File: src/hw/rtl/ist_pkg.sv
`default_nettype none
package ist_pkg;

    // Table depth and derived widths.
    localparam int CAPACITY = 16;
    localparam int KEY_W    = 32;
    localparam int CNT_W    = $clog2(CAPACITY + 1);
    localparam int OUT_CNT_W = 5;

    // Request codes; the unused code behaves as a lookup.
    typedef enum logic [1:0] {
        REQ_LOOKUP = 2'd0,
        REQ_INSERT = 2'd1,
        REQ_DELETE = 2'd2,
        REQ_SPARE  = 2'd3
    } req_type_t;

    // Strobes that the sequencer sends to every cell of the row.
    typedef struct packed {
        logic cap_en;    // register the per-cell compare
        logic shift_en;  // cells at and above the hit take their neighbor's key
        logic load_en;   // the cell at the fill position takes the request key
    } cell_ctl_t;

endpackage
`default_nettype wire

File: src/hw/rtl/ist_if.sv
`default_nettype none
// Request channel: one lookup, insert or delete per item.
interface ist_req_if;
    import ist_pkg::*;
    logic                     valid;
    logic                     ready;
    logic [1:0]               req_type;
    logic signed [KEY_W-1:0]  key;

    modport source (output valid, output req_type, output key, input ready);
    modport sink   (input valid, input req_type, input key, output ready);
endinterface

// Response channel: one item for each request.
interface ist_rsp_if;
    import ist_pkg::*;
    logic                 valid;
    logic                 ready;
    logic                 was_member;
    logic [OUT_CNT_W-1:0] entry_count;
    logic                 full_drop;

    modport source (output valid, output was_member, output entry_count,
                    output full_drop, input ready);
    modport sink   (input valid, input was_member, input entry_count,
                    input full_drop, output ready);
endinterface
`default_nettype wire

File: src/hw/rtl/ist_cell.sv
`default_nettype none
// One table entry: holds a key, compares it with the request, takes the key
// on append, or its upper neighbor's key when it or a lower entry is deleted.
module ist_cell (
    input  wire logic                         clk,
    input  wire ist_pkg::cell_ctl_t           ctl,
    input  wire logic                         valid,
    input  wire logic                         append_sel,
    input  wire logic [ist_pkg::KEY_W-1:0]    req_key,
    input  wire logic [ist_pkg::KEY_W-1:0]    nbr_key,
    input  wire logic                         seen_in,
    output logic [ist_pkg::KEY_W-1:0]         key,
    output logic                              hit,
    output logic                              seen_out
);
    import ist_pkg::*;

    logic [KEY_W-1:0] key_reg;
    logic             hit_reg;

    // Compare stage: only entries in use can match.
    always_ff @(posedge clk)
    begin
        if (ctl.cap_en)
        begin
            hit_reg <= valid && (key_reg == req_key);
        end
    end

    // A hit here or in any lower cell marks this cell as part of the shift.
    assign seen_out = seen_in | hit_reg;

    // Entry update: shift down on delete, or take the key on append.
    always_ff @(posedge clk)
    begin
        if (ctl.shift_en && seen_out)
        begin
            key_reg <= nbr_key;
        end
        else if (ctl.load_en && append_sel)
        begin
            key_reg <= req_key;
        end
    end

    assign key = key_reg;
    assign hit = hit_reg;

endmodule
`default_nettype wire

File: src/hw/rtl/integer_set_table_core.sv
`default_nettype none
// Set of signed 32-bit keys kept in an unordered table of CAPACITY entries.
// The req channel carries one item per request: req_type selects lookup (0),
// insert (1) or delete (2); code 3 acts as a lookup. The rsp channel returns
// exactly one item per request, in order: was_member (key present before the
// request), entry_count (keys held afterwards, low five bits) and full_drop
// (an insert of an absent key found the table full and was dropped).
// Each request passes the row of entry cells in a compare step, which registers
// every cell's compare, and an update step, which combines the hits along the
// row and updates the entries and the count. The response is registered when
// the update step commits. A new request can be taken in the update step of
// the previous one, as it commits, but not during the compare step.
// If rsp is stalled, the finished request waits in its update step until the
// response register frees up, and req is held off meanwhile.
// Reset clears the count and the control state only; entry contents are not
// cleared, since only entries below the count can match.
module integer_set_table_core (
    input  wire logic  clk,
    input  wire logic  rst_n,
    ist_req_if.sink    req,
    ist_rsp_if.source  rsp
);
    import ist_pkg::*;

    typedef enum logic [2:0] {
        S_IDLE = 3'b001,
        S_CMP  = 3'b010,
        S_UPD  = 3'b100
    } state_t;

    state_t            state_reg, state_next;
    logic [CNT_W-1:0]  held_count_reg, held_count_next;
    logic [1:0]        op_reg;
    logic [KEY_W-1:0]  key_reg;

    logic                 out_valid_reg;
    logic                 was_member_reg;
    logic [OUT_CNT_W-1:0] entry_count_reg;
    logic                 full_drop_reg;

    logic                 commit;
    logic                 accept;
    logic                 present;
    logic                 full;
    logic                 do_insert;
    logic                 do_delete;
    logic                 dropped;
    cell_ctl_t            ctl;

    logic [KEY_W-1:0]     cell_key  [CAPACITY+1];
    logic [CAPACITY:0]    seen;
    logic [CAPACITY-1:0]  hit;
    logic [CNT_W+OUT_CNT_W-1:0] count_wide;

    // Handshake: take a request when idle or while the previous one commits.
    assign commit = (state_reg == S_UPD) && (!out_valid_reg || rsp.ready);
    assign req.ready = (state_reg == S_IDLE) || commit;
    assign accept = req.valid && req.ready;

    // Request decode in the update cycle.
    assign present   = seen[CAPACITY];
    assign full      = (held_count_reg == CNT_W'(CAPACITY));
    assign do_insert = (op_reg == REQ_INSERT) && !present && !full;
    assign dropped   = (op_reg == REQ_INSERT) && !present && full;
    assign do_delete = (op_reg == REQ_DELETE) && present;

    assign ctl.cap_en   = (state_reg == S_CMP);
    assign ctl.shift_en = commit && do_delete;
    assign ctl.load_en  = commit && do_insert;

    // Row of entry cells; the top neighbor input repeats the last key.
    assign seen[0] = 1'b0;
    assign cell_key[CAPACITY] = cell_key[CAPACITY-1];

    for (genvar i = 0; i < CAPACITY; i++)
    begin : g_cell
        ist_cell u_cell (
            .clk        (clk),
            .ctl        (ctl),
            .valid      (held_count_reg > CNT_W'(i)),
            .append_sel (held_count_reg == CNT_W'(i)),
            .req_key    (key_reg),
            .nbr_key    (cell_key[i+1]),
            .seen_in    (seen[i]),
            .key        (cell_key[i]),
            .hit        (hit[i]),
            .seen_out   (seen[i+1])
        );
    end

    // Count after this request.
    always_comb
    begin
        held_count_next = held_count_reg;
        if (do_insert)
        begin
            held_count_next = held_count_reg + CNT_W'(1);
        end
        else if (do_delete)
        begin
            held_count_next = held_count_reg - CNT_W'(1);
        end
    end

    assign count_wide = {{OUT_CNT_W{1'b0}}, held_count_next};

    // Sequencer.
    always_comb
    begin
        state_next = state_reg;
        unique case (state_reg)
            S_IDLE:  if (accept) state_next = S_CMP;
            S_CMP:   state_next = S_UPD;
            S_UPD:
            begin
                if (commit)
                begin
                    state_next = accept ? S_CMP : S_IDLE;
                end
            end
            default: state_next = S_IDLE;
        endcase
    end

    always_ff @(posedge clk or negedge rst_n)
    begin
        if (!rst_n)
        begin
            state_reg      <= S_IDLE;
            held_count_reg <= '0;
        end
        else
        begin
            state_reg <= state_next;
            if (commit)
            begin
                held_count_reg <= held_count_next;
            end
        end
    end

    // Request holding register.
    always_ff @(posedge clk)
    begin
        if (accept)
        begin
            op_reg  <= req.req_type;
            key_reg <= req.key;
        end
    end

    // Response register.
    always_ff @(posedge clk or negedge rst_n)
    begin
        if (!rst_n)
        begin
            out_valid_reg <= 1'b0;
        end
        else if (commit)
        begin
            out_valid_reg <= 1'b1;
        end
        else if (rsp.ready)
        begin
            out_valid_reg <= 1'b0;
        end
    end

    always_ff @(posedge clk)
    begin
        if (commit)
        begin
            was_member_reg  <= present;
            entry_count_reg <= count_wide[OUT_CNT_W-1:0];
            full_drop_reg   <= dropped;
        end
    end

    assign rsp.valid       = out_valid_reg;
    assign rsp.was_member  = was_member_reg;
    assign rsp.entry_count = entry_count_reg;
    assign rsp.full_drop   = full_drop_reg;

    // Checks.
    a_count_range: assert property (@(posedge clk) disable iff (!rst_n)
        held_count_reg <= CNT_W'(CAPACITY))
        else $error("held count above capacity");

    a_unique_hit: assert property (@(posedge clk) disable iff (!rst_n)
        (state_reg == S_UPD) |-> $onehot0(hit))
        else $error("key found in more than one entry");

    a_drop_absent: assert property (@(posedge clk) disable iff (!rst_n)
        (out_valid_reg && full_drop_reg) |-> !was_member_reg)
        else $error("dropped insert reported a present key");

    a_delete_count: assert property (@(posedge clk) disable iff (!rst_n)
        (commit && do_delete) |=> (held_count_reg == $past(held_count_reg) - CNT_W'(1)))
        else $error("delete did not decrement the count");

    a_no_accept_cmp: assert property (@(posedge clk) disable iff (!rst_n)
        (state_reg == S_CMP) |-> !req.ready)
        else $error("request taken during compare cycle");

endmodule
`default_nettype wire
File: src/flat_wrapper.sv
// flat-port wrapper written by rule: the top's interface ports become plain ports
module integer_set_table_core_flat import ist_pkg::*;
  (clk, rst_n, req_valid, req_req_type, req_key, req_ready, rsp_valid, rsp_was_member, rsp_entry_count, rsp_full_drop, rsp_ready);
  ist_req_if req_i ();
  ist_rsp_if rsp_i ();
  input  wire logic clk;
  input  wire logic rst_n;
  input wire logic [$bits(req_i.valid)-1:0] req_valid;
  input wire logic [$bits(req_i.req_type)-1:0] req_req_type;
  input wire logic [$bits(req_i.key)-1:0] req_key;
  output wire logic [$bits(req_i.ready)-1:0] req_ready;
  output wire logic [$bits(rsp_i.valid)-1:0] rsp_valid;
  output wire logic [$bits(rsp_i.was_member)-1:0] rsp_was_member;
  output wire logic [$bits(rsp_i.entry_count)-1:0] rsp_entry_count;
  output wire logic [$bits(rsp_i.full_drop)-1:0] rsp_full_drop;
  input wire logic [$bits(rsp_i.ready)-1:0] rsp_ready;
  assign req_i.valid = req_valid;
  assign req_i.req_type = req_req_type;
  assign req_i.key = req_key;
  assign req_ready = req_i.ready;
  assign rsp_valid = rsp_i.valid;
  assign rsp_was_member = rsp_i.was_member;
  assign rsp_entry_count = rsp_i.entry_count;
  assign rsp_full_drop = rsp_i.full_drop;
  assign rsp_i.ready = rsp_ready;
  integer_set_table_core u_core (.clk(clk), .rst_n(rst_n), .req(req_i), .rsp(rsp_i));
endmodule
File: config.mk
export PLATFORM = sky130hd
export DESIGN_NAME = integer_set_table_core_flat
export DESIGN_NICKNAME = d
export VERILOG_FILES = /design/src/hw/rtl/ist_pkg.sv /design/src/hw/rtl/ist_if.sv /design/src/hw/rtl/ist_cell.sv /design/src/hw/rtl/integer_set_table_core.sv /design/src/flat_wrapper.sv
export SDC_FILE = /design/constraint.sdc
export NUM_CORES = 1
export LEC_CHECK = 0
export BUFFER_PORTS_ARGS = -buffer_cell sky130_fd_sc_hd__clkbuf_2
export CAP_MARGIN = 20
export CORE_ASPECT_RATIO = 2
export CORE_MARGIN = 4
export CORE_UTILIZATION = 40
export CTS_BUF_LIST = sky130_fd_sc_hd__clkbuf_8
export CTS_CLUSTER_SIZE = 40
export DETAILED_ROUTE_END_ITERATION = 8
export HOLD_SLACK_MARGIN = 0.05
export PLACE_DENSITY = 0.6
export SLEW_MARGIN = 5
export SYNTH_ARGS = -nofsm -noshare
export SYNTH_HDL_FRONTEND = slang
export SYNTH_HIERARCHICAL = 1
export SYNTH_SLANG_ARGS = --single-unit
File: constraint.sdc
create_clock -name clk -period 8.23 [get_ports clk]
set_input_delay 1.646 -clock clk [delete_from_list [all_inputs] [get_ports clk]]
set_output_delay 1.646 -clock clk [all_outputs]
set_load 0.05 [all_outputs]
==> flow_metrics.tcl, run 1 <==
set metrics [dict create \
    outcome "finished clean" \
    area_growth_pct 9.15 \
    cts_resized 0 \
    synth.area.top_cells "edfxtp_1 56%, mux2_2 19%, xor2_1 14%" \
    worstMarginPinSlew_ns 1.02 \
    min_path_type "flop to flop" \
    period_minus_slack_ns 6.40 \
    die_area_sq_um 80800 \
    cap_viol_max_count 0 \
    vias 16400 \
    post-route-period-util_pct 77.7 \
    drtIter0Drc 569 \
    finalHoldViolCount 0 \
    use_met3_pct 2.50 \
    drc 0 \
    ys_ff_latch 578 \
    rows 142 \
    setup_violations 0 \
    ios 47 \
    post_cts_buffers 0 \
    fillers 6672 \
    crit_type "flop to flop" \
    dr.pass1.iters 5 \
    numCtsBuffers 84 \
    power.density_nw_per_um2 219 \
    path_max_fanout 32 \
    htree_levels 3 \
    hold_buffers 0 \
    synthDominantCellAreaShare_pct 56.1 \
    synthCells 2023 \
    globalplace.congestion 0.762 \
    max_freq_mhz 156 \
    dpl.hpwl_microns 46000 \
    cts_tree "built" \
    worstPathArrival_ns 6.71 \
    synth_edf_count 569 \
    clockRootBuffer "clkbuf_8" \
    start_util_pct 40.5 \
    required_ns 8.54 \
    clock-sinks 578 \
    worstPathCellList "or2_4, or2_4, or2_4, or2_4, or2_4, or2_4, or2_4, or2_4, or2_4, or2_4, or2_4, or2_4, or2_4, or2_4, or2_4, or2_4, nor3b_1, nand2_1, nor2_1, buf_4, nand2_1, nand2_1, buf_4" \
    synth_commonest_cells "569 x edfxtp_1, 512 x mux2_2, 496 x xor2_1" \
    grt_pass1_vias 18200 \
    finClkSkew_ns 0.0268 \
    grt_pass1_wl_microns 98400 \
    synthArstFlopShare_pct 1.56 \
    fin_nets 2194 \
    crit_path_end_kind "flop" \
    cts.path.max_buffers 3 \
    yosysMostFrequentCell "edfxtp_1" \
    grt_util_met1_pct 13.0 \
    slowest_stage "buf_4" \
    die_w_microns 203 \
    routed_wirelength_microns 63400 \
    cp-start-kind "flop" \
    grt_busiest_layer "met2" \
    largest_reg_flops 512 \
    groute.usage.overall_pct 15.6 \
    antenna_found_initial 1 \
    syn_nets 2067 \
    vias_per_cell 5.08 \
    slew-limit-headroom_pct 31.9 \
    p_total_w 0.00727 \
    drtAntennaViolNets 0 \
    ys_warn_count 6 \
    rsz0062_at_grt "false" \
    multi_input_area_sq_um 12500 \
    setup_tns_ns 0 \
    synth_area_sq_um 30400 \
    use_met2_pct 34.1 \
    max-vdd-ir-drop_v 0.000158 \
    drv_slew 0 \
    portBuffers 46 \
    design.core.area_sq_um 75200 \
    grt_max_degree 35 \
    avgSynthCellArea_sq_um 15.0 \
    yosysSeqAreaShare_pct 56.9 \
    synth_top_area_cell "edfxtp_1" \
    drive_gt1_share_pct 34.4 \
    yosys.cell_types.count 45 \
    overflow 0 \
    p_leak_nw 11.5 \
    clk_pin_slew_worst_paths_ns 0.06 \
    cpPeakStageDelay_ns 0.41 \
    regArea_sq_um 17300 \
    synth_flop_cell "edfxtp_1" \
    die_h_microns 398 \
    wl_per_cell_microns 19.7 \
    insertion_delay_ns 0.69 \
    cp_common_cell "or2_4" \
]
critical path: cells and delay by family (launching register included):
family        cells  cell delay (ns)
buf+inv           2             0.66
flops             1             0.36
simple gates     21             4.98
per-stage QoR:
stage / util, % / std cells / hold slack, ns / instance area, sq um / setup WS [ns]
2_1_floorplan: - / 2023 / 0.505 / 30400 / 1.65
3_3_place_gp: 42.2 / 3072 / 0.524 / 31700 / 1.91
3_5_place_dp: 42.2 / 3072 / 0.554 / 31700 / 1.88
4_1_cts: 44.2 / 3219 / 0.569 / 33200 / 1.84
5_1_grt: 44.2 / 3220 / 0.606 / 33200 / 1.56
6_report: 44.2 / 3220 / 0.562 / 33200 / 1.83
cell type report:
cell class	instances	share of cell area [%]
Multi-Input combinational cell	1384	37.7
Antenna cell	1	0.00753
Clock inverter	58	0.776
Tap cell	1008	3.80
Clock buffer	89	3.69
Sequential cell	578	52.1
Timing Repair Buffer	95	1.80
Inverter	7	0.0791
cell families after synthesis:
| group | count (synthesis) | share of synthesized area, % |
|---|---|---|
| AO/OA/AOI/OAI | 25 | 0.489 |
| XOR/XNOR | 518 | 14.9 |
| adder cells (fa/ha/maj) | 6 | 0.247 |
| buffers and inverters | 61 | 1.97 |
| flip-flops | 578 | 56.9 |
| multiplexers | 512 | 18.9 |
| other | 1 | 0.0123 |
| AND/OR/NAND/NOR | 322 | 6.55 |
layer usage:
layer  wire length, microns  up-vias
li1                       -     7819
met1                  19300     8192
met2                  39900      230
met3                   1710      118
met4                   2500        0
met5                      0        -
cells in the final DEF, fill, tap and decap left out, types with 3 or more instances in the layout:
cell	count
a21oi_1	7
and2_1	4
and3_1	6
buf_4	49
clkbuf_2	46
clkbuf_8	89
clkinv_1	20
clkinv_2	8
dfrtp_1	8
edfxtp_1	569
ha_1	6
inv_1	35
mux2_2	512
nand2_1	47
nand2_4	16
nand3_1	33
nand3b_1	3
nand4_1	16
nor2_1	12
nor2b_1	6
nor3_1	22
nor3_2	16
nor4_1	112
o21ai_0	9
or2_4	16
xnor2_1	22
xor2_1	496
power by group:
group	internal, W	switching, W
logic	0.000717	0.000893
registers	0.00349	0.0000599
clock network	0.00102	0.00108
total	0.00524	0.00204
final timing paths:
| kind | slack (ns) | startpoint | cells past startpoint | to |
|---|---|---|---|---|
| worst max register to register | 1.83 | u_core/g_cell[0].u_cell/hit | 23 | u_core/g_cell[12].u_cell/key[14] |
| worst min-delay path | 0.56 | u_core/state_reg[0] | 1 | u_core/state_reg[2] |
| min in group asynchronous | 0.81 | rst_n | 1 | u_core/held_count_reg[4] |
| worst min register to register | 0.56 | u_core/state_reg[0] | 1 | u_core/state_reg[2] |
| worst max-delay path | 1.83 | u_core/g_cell[0].u_cell/hit | 23 | u_core/g_cell[12].u_cell/key[14] |
| max in group asynchronous | 7.15 | rst_n | 1 | u_core/state_reg[0] |
(Power assumes the default switching activity.)
==> inputs of run 2 (changes only) <==
==> constraint.sdc (replaced) <==
create_clock -name clk -period 6.5 [get_ports clk]
set_input_delay 1.3 -clock clk [delete_from_list [all_inputs] [get_ports clk]]
set_output_delay 1.3 -clock clk [all_outputs]
set_load 0.05 [all_outputs]
==> run 2 against run 1 <==
Sequential power is 27% higher. Clock power increased by 25%. Sequential cell count unchanged. Wire length shrank 1.8%. Combinational power up 27%. Largest cell class unchanged. Highest routed layer unchanged.
==> flow_metrics.tcl, run 2 (synthesis gave the netlist of run 1 again) <==
set metrics [dict create \
    outcome "finished clean" \
    fin_util_pct 44.3 \
    path_max_fanout 32 \
    placed_area_sq_um 31800 \
    fin_nets 2195 \
    post-route-period-util_pct 94.2 \
    post_cts_buffers 0 \
    rsz0062_at_grt "false" \
    drtIter0Drc 698 \
    crit_path_end_kind "flop" \
    die_area_sq_um 80800 \
    overflow 0 \
    globalplace.congestion 0.786 \
    drtAntennaViolNets 0 \
    vias_per_cell 5.08 \
    cts.path.max_buffers 3 \
    slew-limit-headroom_pct 29.0 \
    worstMarginPinSlew_ns 1.06 \
    max-vdd-ir-drop_v 0.000269 \
    worstPathArrival_ns 6.45 \
    insertion_delay_ns 0.70 \
    setup_tns_ns 0 \
    vias 16400 \
    min_path_type "input pin to asynchronous set/reset pin" \
    groute.usage.overall_pct 15.3 \
    routed_wirelength_microns 62300 \
    cp-start-kind "flop" \
    crit_type "flop to flop" \
    rows 142 \
    ios 47 \
    finClkSkew_ns 0.0381 \
    cts_resized 0 \
    layout_common_cells "569 x edfxtp_1, 512 x mux2_2, 496 x xor2_1" \
    clk_pin_slew_worst_paths_ns 0.06 \
    required_ns 6.82 \
    grt_pass1_vias 18200 \
    final_common_cell "edfxtp_1" \
    drc 0 \
    finalHoldViolCount 0 \
    power.density_nw_per_um2 276 \
    antenna_found_initial 1 \
    max_freq_mhz 163 \
    dr.pass1.iters 5 \
    numCtsBuffers 83 \
    regArea_sq_um 17300 \
    fillers 6713 \
    grt_pass1_wl_microns 97000 \
    drv_slew 0 \
    grt_max_degree 35 \
    area_growth_pct 9.29 \
    clock-sinks 578 \
    setup_violations 0 \
    htree_levels 3 \
    period_minus_slack_ns 6.12 \
    multi_input_area_sq_um 12600 \
    largest_reg_flops 512 \
    portBuffers 46 \
    design.core.area_sq_um 75200 \
    die_w_microns 203 \
    wl_per_cell_microns 19.3 \
    dpl.hpwl_microns 45600 \
    cts_tree "built" \
    start_util_pct 40.5 \
    hold_buffers 0 \
    drive_gt1_share_pct 35.2 \
    clockRootBuffer "clkbuf_8" \
    cap_viol_max_count 0 \
    fin_area_sq_um 33300 \
    die_h_microns 398 \
    p_leak_nw 11.5 \
]
[run 2: cell count changes in the layout (fill, tap and decap cells not counted), moves of 2 or more]
cell / before / now
nand2_1: 47 / 31
clkbuf_8: 89 / 91
clkinv_1: 20 / 18
inv_1: 35 / 33
buf_4: 49 / 51
nand2_2: 0 / 16
clkinv_2: 8 / 6
[run 2: layout make-up]
class                           count  area share [%]
Tap cell                         1008            3.79
Inverter                            7          0.0790
Clock inverter                     53           0.658
Timing Repair Buffer               97            1.84
Multi-Input combinational cell   1384            37.8
Antenna cell                        1         0.00752
Clock buffer                       91            3.77
Sequential cell                   578            52.0
[run 2: power breakdown]
| part | switching, W | leakage (nW) | internal, W |
|---|---|---|---|
| clock network | 0.00136 | 0.853 | 0.00128 |
| registers | 0.0000712 | 5.23 | 0.00442 |
| logic | 0.00113 | 5.39 | 0.000908 |
| total | 0.00256 | 11.5 | 0.00661 |
[run 2: through the flow]
stage | worst slack, ns | hold slack [ns] | total power [W] | cells
after floorplan | 0.184 | 0.505 | 0.00612 | 2023
after global placement | 0.392 | 0.526 | 0.00654 | 3074
after detailed placement | 0.430 | 0.565 | 0.00662 | 3074
after CTS | 0.386 | 0.394 | 0.00932 | 3218
after global routing | 0.125 | 0.420 | 0.00967 | 3219
final | 0.377 | 0.465 | 0.00917 | 3219
[run 2: critical path, cell delays in order, from the launching register on]
cell      delay [ns]
edfxtp_1        0.36
or2_4           0.27
or2_4           0.24
or2_4           0.25
or2_4           0.25
or2_4           0.25
or2_4           0.25
or2_4           0.25
or2_4           0.25
or2_4           0.25
or2_4           0.25
or2_4           0.25
or2_4           0.25
or2_4           0.25
or2_4           0.25
or2_4           0.26
or2_4           0.27
nor3b_1         0.26
nand2_1         0.12
nor2_1          0.10
buf_4           0.24
nand2_1         0.10
nand2_2         0.07
buf_4           0.42
[run 2: path summary, 6_finish.rpt]
check,startpoint,end,slack (ns),cells past startpoint
setup reg to reg,u_core/g_cell[0].u_cell/hit,u_core/g_cell[11].u_cell/key[22],0.38,23
hold / removal,rst_n,u_core/rsp.valid,0.46,1
setup / recovery,u_core/g_cell[0].u_cell/hit,u_core/g_cell[11].u_cell/key[22],0.38,23
min in group clk,u_core/state_reg[1],u_core/state_reg[0],0.58,2
hold reg to reg,u_core/state_reg[1],u_core/state_reg[0],0.58,2
max in group asynchronous,rst_n,u_core/state_reg[0],5.78,1
[run 2: per-layer routing]
metal | global-route usage (%) | vias to the layer above | wire (microns)
met5 | 0 | - | 0
met4 | 5.83 | 0 | 2130
li1 | - | 7821 | -
met2 | 33.6 | 216 | 39500
met3 | 2.51 | 115 | 1560
met1 | 12.9 | 8200 | 19100
==> inputs of run 3 (changes only) <==
--- a/config.mk
+++ b/config.mk
@@ -5,6 +5,7 @@
 export SDC_FILE = /design/constraint.sdc
 export NUM_CORES = 1
 export LEC_CHECK = 0
+export ABC_AREA = 1
 export BUFFER_PORTS_ARGS = -buffer_cell sky130_fd_sc_hd__clkbuf_2
 export CAP_MARGIN = 20
 export CORE_ASPECT_RATIO = 2
==> run 3 against run 2 <==
Worst hold slack lost 0.032 ns. Critical path depth is the same. Count of clock-buffer cells in the layout is the same. Clock power grew 11%. Largest power group unchanged.
==> flow_metrics.tcl, run 3 <==
set metrics [dict create \
    wl_per_cell_microns 16.4 \
    yosysSeqAreaShare_pct 50.1 \
    groute.usage.overall_pct 18.7 \
    reg2reg_slack_ns 0.23 \
    p_leak_nw 17.4 \
    clockRootBuffer "clkbuf_8" \
    drc 0 \
    vias 24500 \
    synthXorXnorAreaFrac_pct 3.68 \
    reg2reg_to "u_core/g_cell[0].u_cell/key[15]" \
    routed_wirelength_microns 86200 \
    post-route-period-util_pct 96.4 \
    cap_viol_max_count 0 \
    rows 152 \
    insertion_delay_ns 0.76 \
    synthMuxAreaShare_pct 8.35 \
    worstPathArrival_ns 6.72 \
    max_freq_mhz 160 \
    rsz0062_at_grt "false" \
    die_area_sq_um 91400 \
    hold_buffers 0 \
    cp_common_cell "or2_4" \
    die_w_microns 216 \
    portBuffers 46 \
    layout_common_cells "1032 x nand2_1, 686 x inv_1, 585 x nor2_1" \
    slowest_stage "edfxtp_1" \
    numCtsBuffers 91 \
    htree_levels 3 \
    worstMarginPinSlew_ns 0.949 \
    crit_type "flop to flop" \
    min_path_type "input pin to asynchronous set/reset pin" \
    yosys.cell_types.count 37 \
    post_cts_buffers 0 \
    overflow 0 \
    vias_per_cell 4.66 \
    ios 47 \
    power.density_nw_per_um2 282 \
    drtAntennaViolNets 0 \
    cpPeakStageDelay_ns 0.38 \
    area_growth_pct 9.43 \
    synthArstFlopShare_pct 1.56 \
    cts_resized 0 \
    synth_flop_cell "edfxtp_1" \
    yosysMostFrequentCell "nand2_1" \
    cts_tree "built" \
    synth.area.top_cells "edfxtp_1 49%, nand2_1 11%, inv_1 7.1%" \
    grt_pass1_vias 24900 \
    reg2reg_depth 23 \
    clk_pin_slew_worst_paths_ns 0.07 \
    outcome "finished clean" \
    clock-sinks 578 \
    fin_nets 4074 \
    max-vdd-ir-drop_v 0.000249 \
    largest_reg_flops 512 \
    dpl.hpwl_microns 66600 \
    finalHoldViolCount 0 \
    start_util_pct 40.3 \
    synth-simple-area-share_pct 20.5 \
    grt_pass1_wl_microns 132000 \
    synthDominantCellAreaShare_pct 49.5 \
    antenna_found_initial 1 \
    setup_tns_ns 0 \
    cts.path.max_buffers 3 \
    period_minus_slack_ns 6.27 \
    finClkSkew_ns 0.0479 \
    syn_nets 3927 \
    synth_area_sq_um 34500 \
    fin_area_sq_um 37800 \
    synth_top_family_by_area "simple AND/OR/NAND/NOR gates" \
    cp-start-kind "flop" \
    synth_commonest_cells "1048 x nand2_1, 657 x inv_1, 586 x nor2_1" \
    dr.pass1.iters 5 \
    slew-limit-headroom_pct 36.7 \
    design.core.area_sq_um 85800 \
    avgSynthCellArea_sq_um 8.89 \
    synth_edf_count 569 \
    synthCells 3883 \
    final_common_cell "nand2_1" \
    path_max_fanout 29 \
    ys_ff_latch 578 \
    globalplace.congestion 0.913 \
    placed_area_sq_um 36100 \
    ys_warn_count 6 \
    drive_gt1_share_pct 13.0 \
    setup_violations 0 \
    synth_fa_ha_area_share_pct 0.217 \
    required_ns 6.96 \
    grt_max_degree 49 \
    synth_compound_area_share_pct 6.78 \
    die_h_microns 424 \
    fillers 8555 \
    drtIter0Drc 1284 \
    synth_top_area_cell "edfxtp_1" \
    drv_slew 0 \
    r2r-start "u_core/g_cell[0].u_cell/hit" \
    worstPathCellList "or2_4, or2_4, or2_4, or2_4, or2_4, or2_4, or2_4, or2_4, or2_4, or2_4, or2_4, or2_4, or2_4, or2_4, or2_4, or2_4, buf_4, nand3_2, nor2_4, buf_12, nand2_8, buf_4, a21oi_1" \
    crit_path_end_kind "flop" \
]
[run 3: cell count changes in the layout (fill, tap and decap cells not counted), moves of 317 or more]
cell	before	now
mux2_2	512	64
nor2_1	12	585
a21oi_1	7	324
inv_1	33	686
xor2_1	496	49
nand2_1	31	1032
[run 3: how the worst max path moves through the flow]
stage                                     start  cells past startpoint  slack [ns]                               to
finish              u_core/g_cell[0].u_cell/hit                     23        0.23  u_core/g_cell[0].u_cell/key[15]
global route        u_core/g_cell[0].u_cell/hit                     24        0.06  u_core/g_cell[0].u_cell/key[15]
CTS                 u_core/g_cell[0].u_cell/hit                     22        0.25  u_core/g_cell[13].u_cell/key[0]
detailed placement  u_core/g_cell[0].u_cell/hit                     22        0.28  u_core/g_cell[13].u_cell/key[7]
global placement    u_core/g_cell[0].u_cell/hit                     22        0.29  u_core/g_cell[13].u_cell/key[2]
floorplan           u_core/g_cell[0].u_cell/hit                     22        0.08   u_core/g_cell[0].u_cell/key[0]
[run 3: logic make-up after synthesis]
kind of cell / count (synthesis)
muxes: 208
buffers and inverters: 747
adders and majority gates: 6
and+or+nand+nor: 1749
other: 1
xor gates and xnor gates: 145
AOI/OAI and AO/OA: 449
DFF: 578
[run 3: metrics by stage]
stage,setup slack [ns],utilization [%],hold slack (ns),std cells,total power [W]
final,0.234,44.1,0.432,5255,0.0106
after global routing,0.0618,44.1,0.397,5255,0.0113
after CTS,0.252,44.0,0.361,5253,0.0108
after detailed placement,0.279,42.1,0.517,5091,0.00780
after global placement,0.286,42.1,0.510,5091,0.00773
after floorplan,0.0767,-,0.495,3883,0.00688
[run 3: worst max-delay path, delay by kind of cell (launching register included)]
kind            cells  cell delay, ns
compound gates      1            0.09
buf+inv             3            0.63
flops               1            0.38
simple gates       19            4.85
[run 3: where the power goes]
group / internal (W) / switching, W / leakage [nW] / total (W)
clock: 0.00143 / 0.00149 / 0.961 / 0.00293
sequential: 0.00449 / 0.000149 / 5.25 / 0.00464
combinational: 0.00111 / 0.00196 / 11.2 / 0.00307
total: 0.00704 / 0.00360 / 17.4 / 0.0106
[run 3: metal layers]
layer / global-route usage [%] / vias to the layer above / routed length [microns]
met5: 0 / - / 0
met4: 14.4 / 0 / 7500
met3: 2.44 / 236 / 2130
met2: 38.3 / 405 / 49600
met1: 15.5 / 11200 / 26900
li1: - / 12600 / -
[run 3: area by class of cell]
type                       instances  area (sq um)  share of cell area [%]
clock inverter                    71           404                    1.07
inverter                         664          2490                    6.60
timing repair buffer             137          1160                    3.07
multi-input combinational       2558         13700                    36.3
antenna                            1          2.50                 0.00662
sequential                       578         17300                    45.8
clock buffer                      91          1250                    3.31
tap                             1155          1450                    3.82
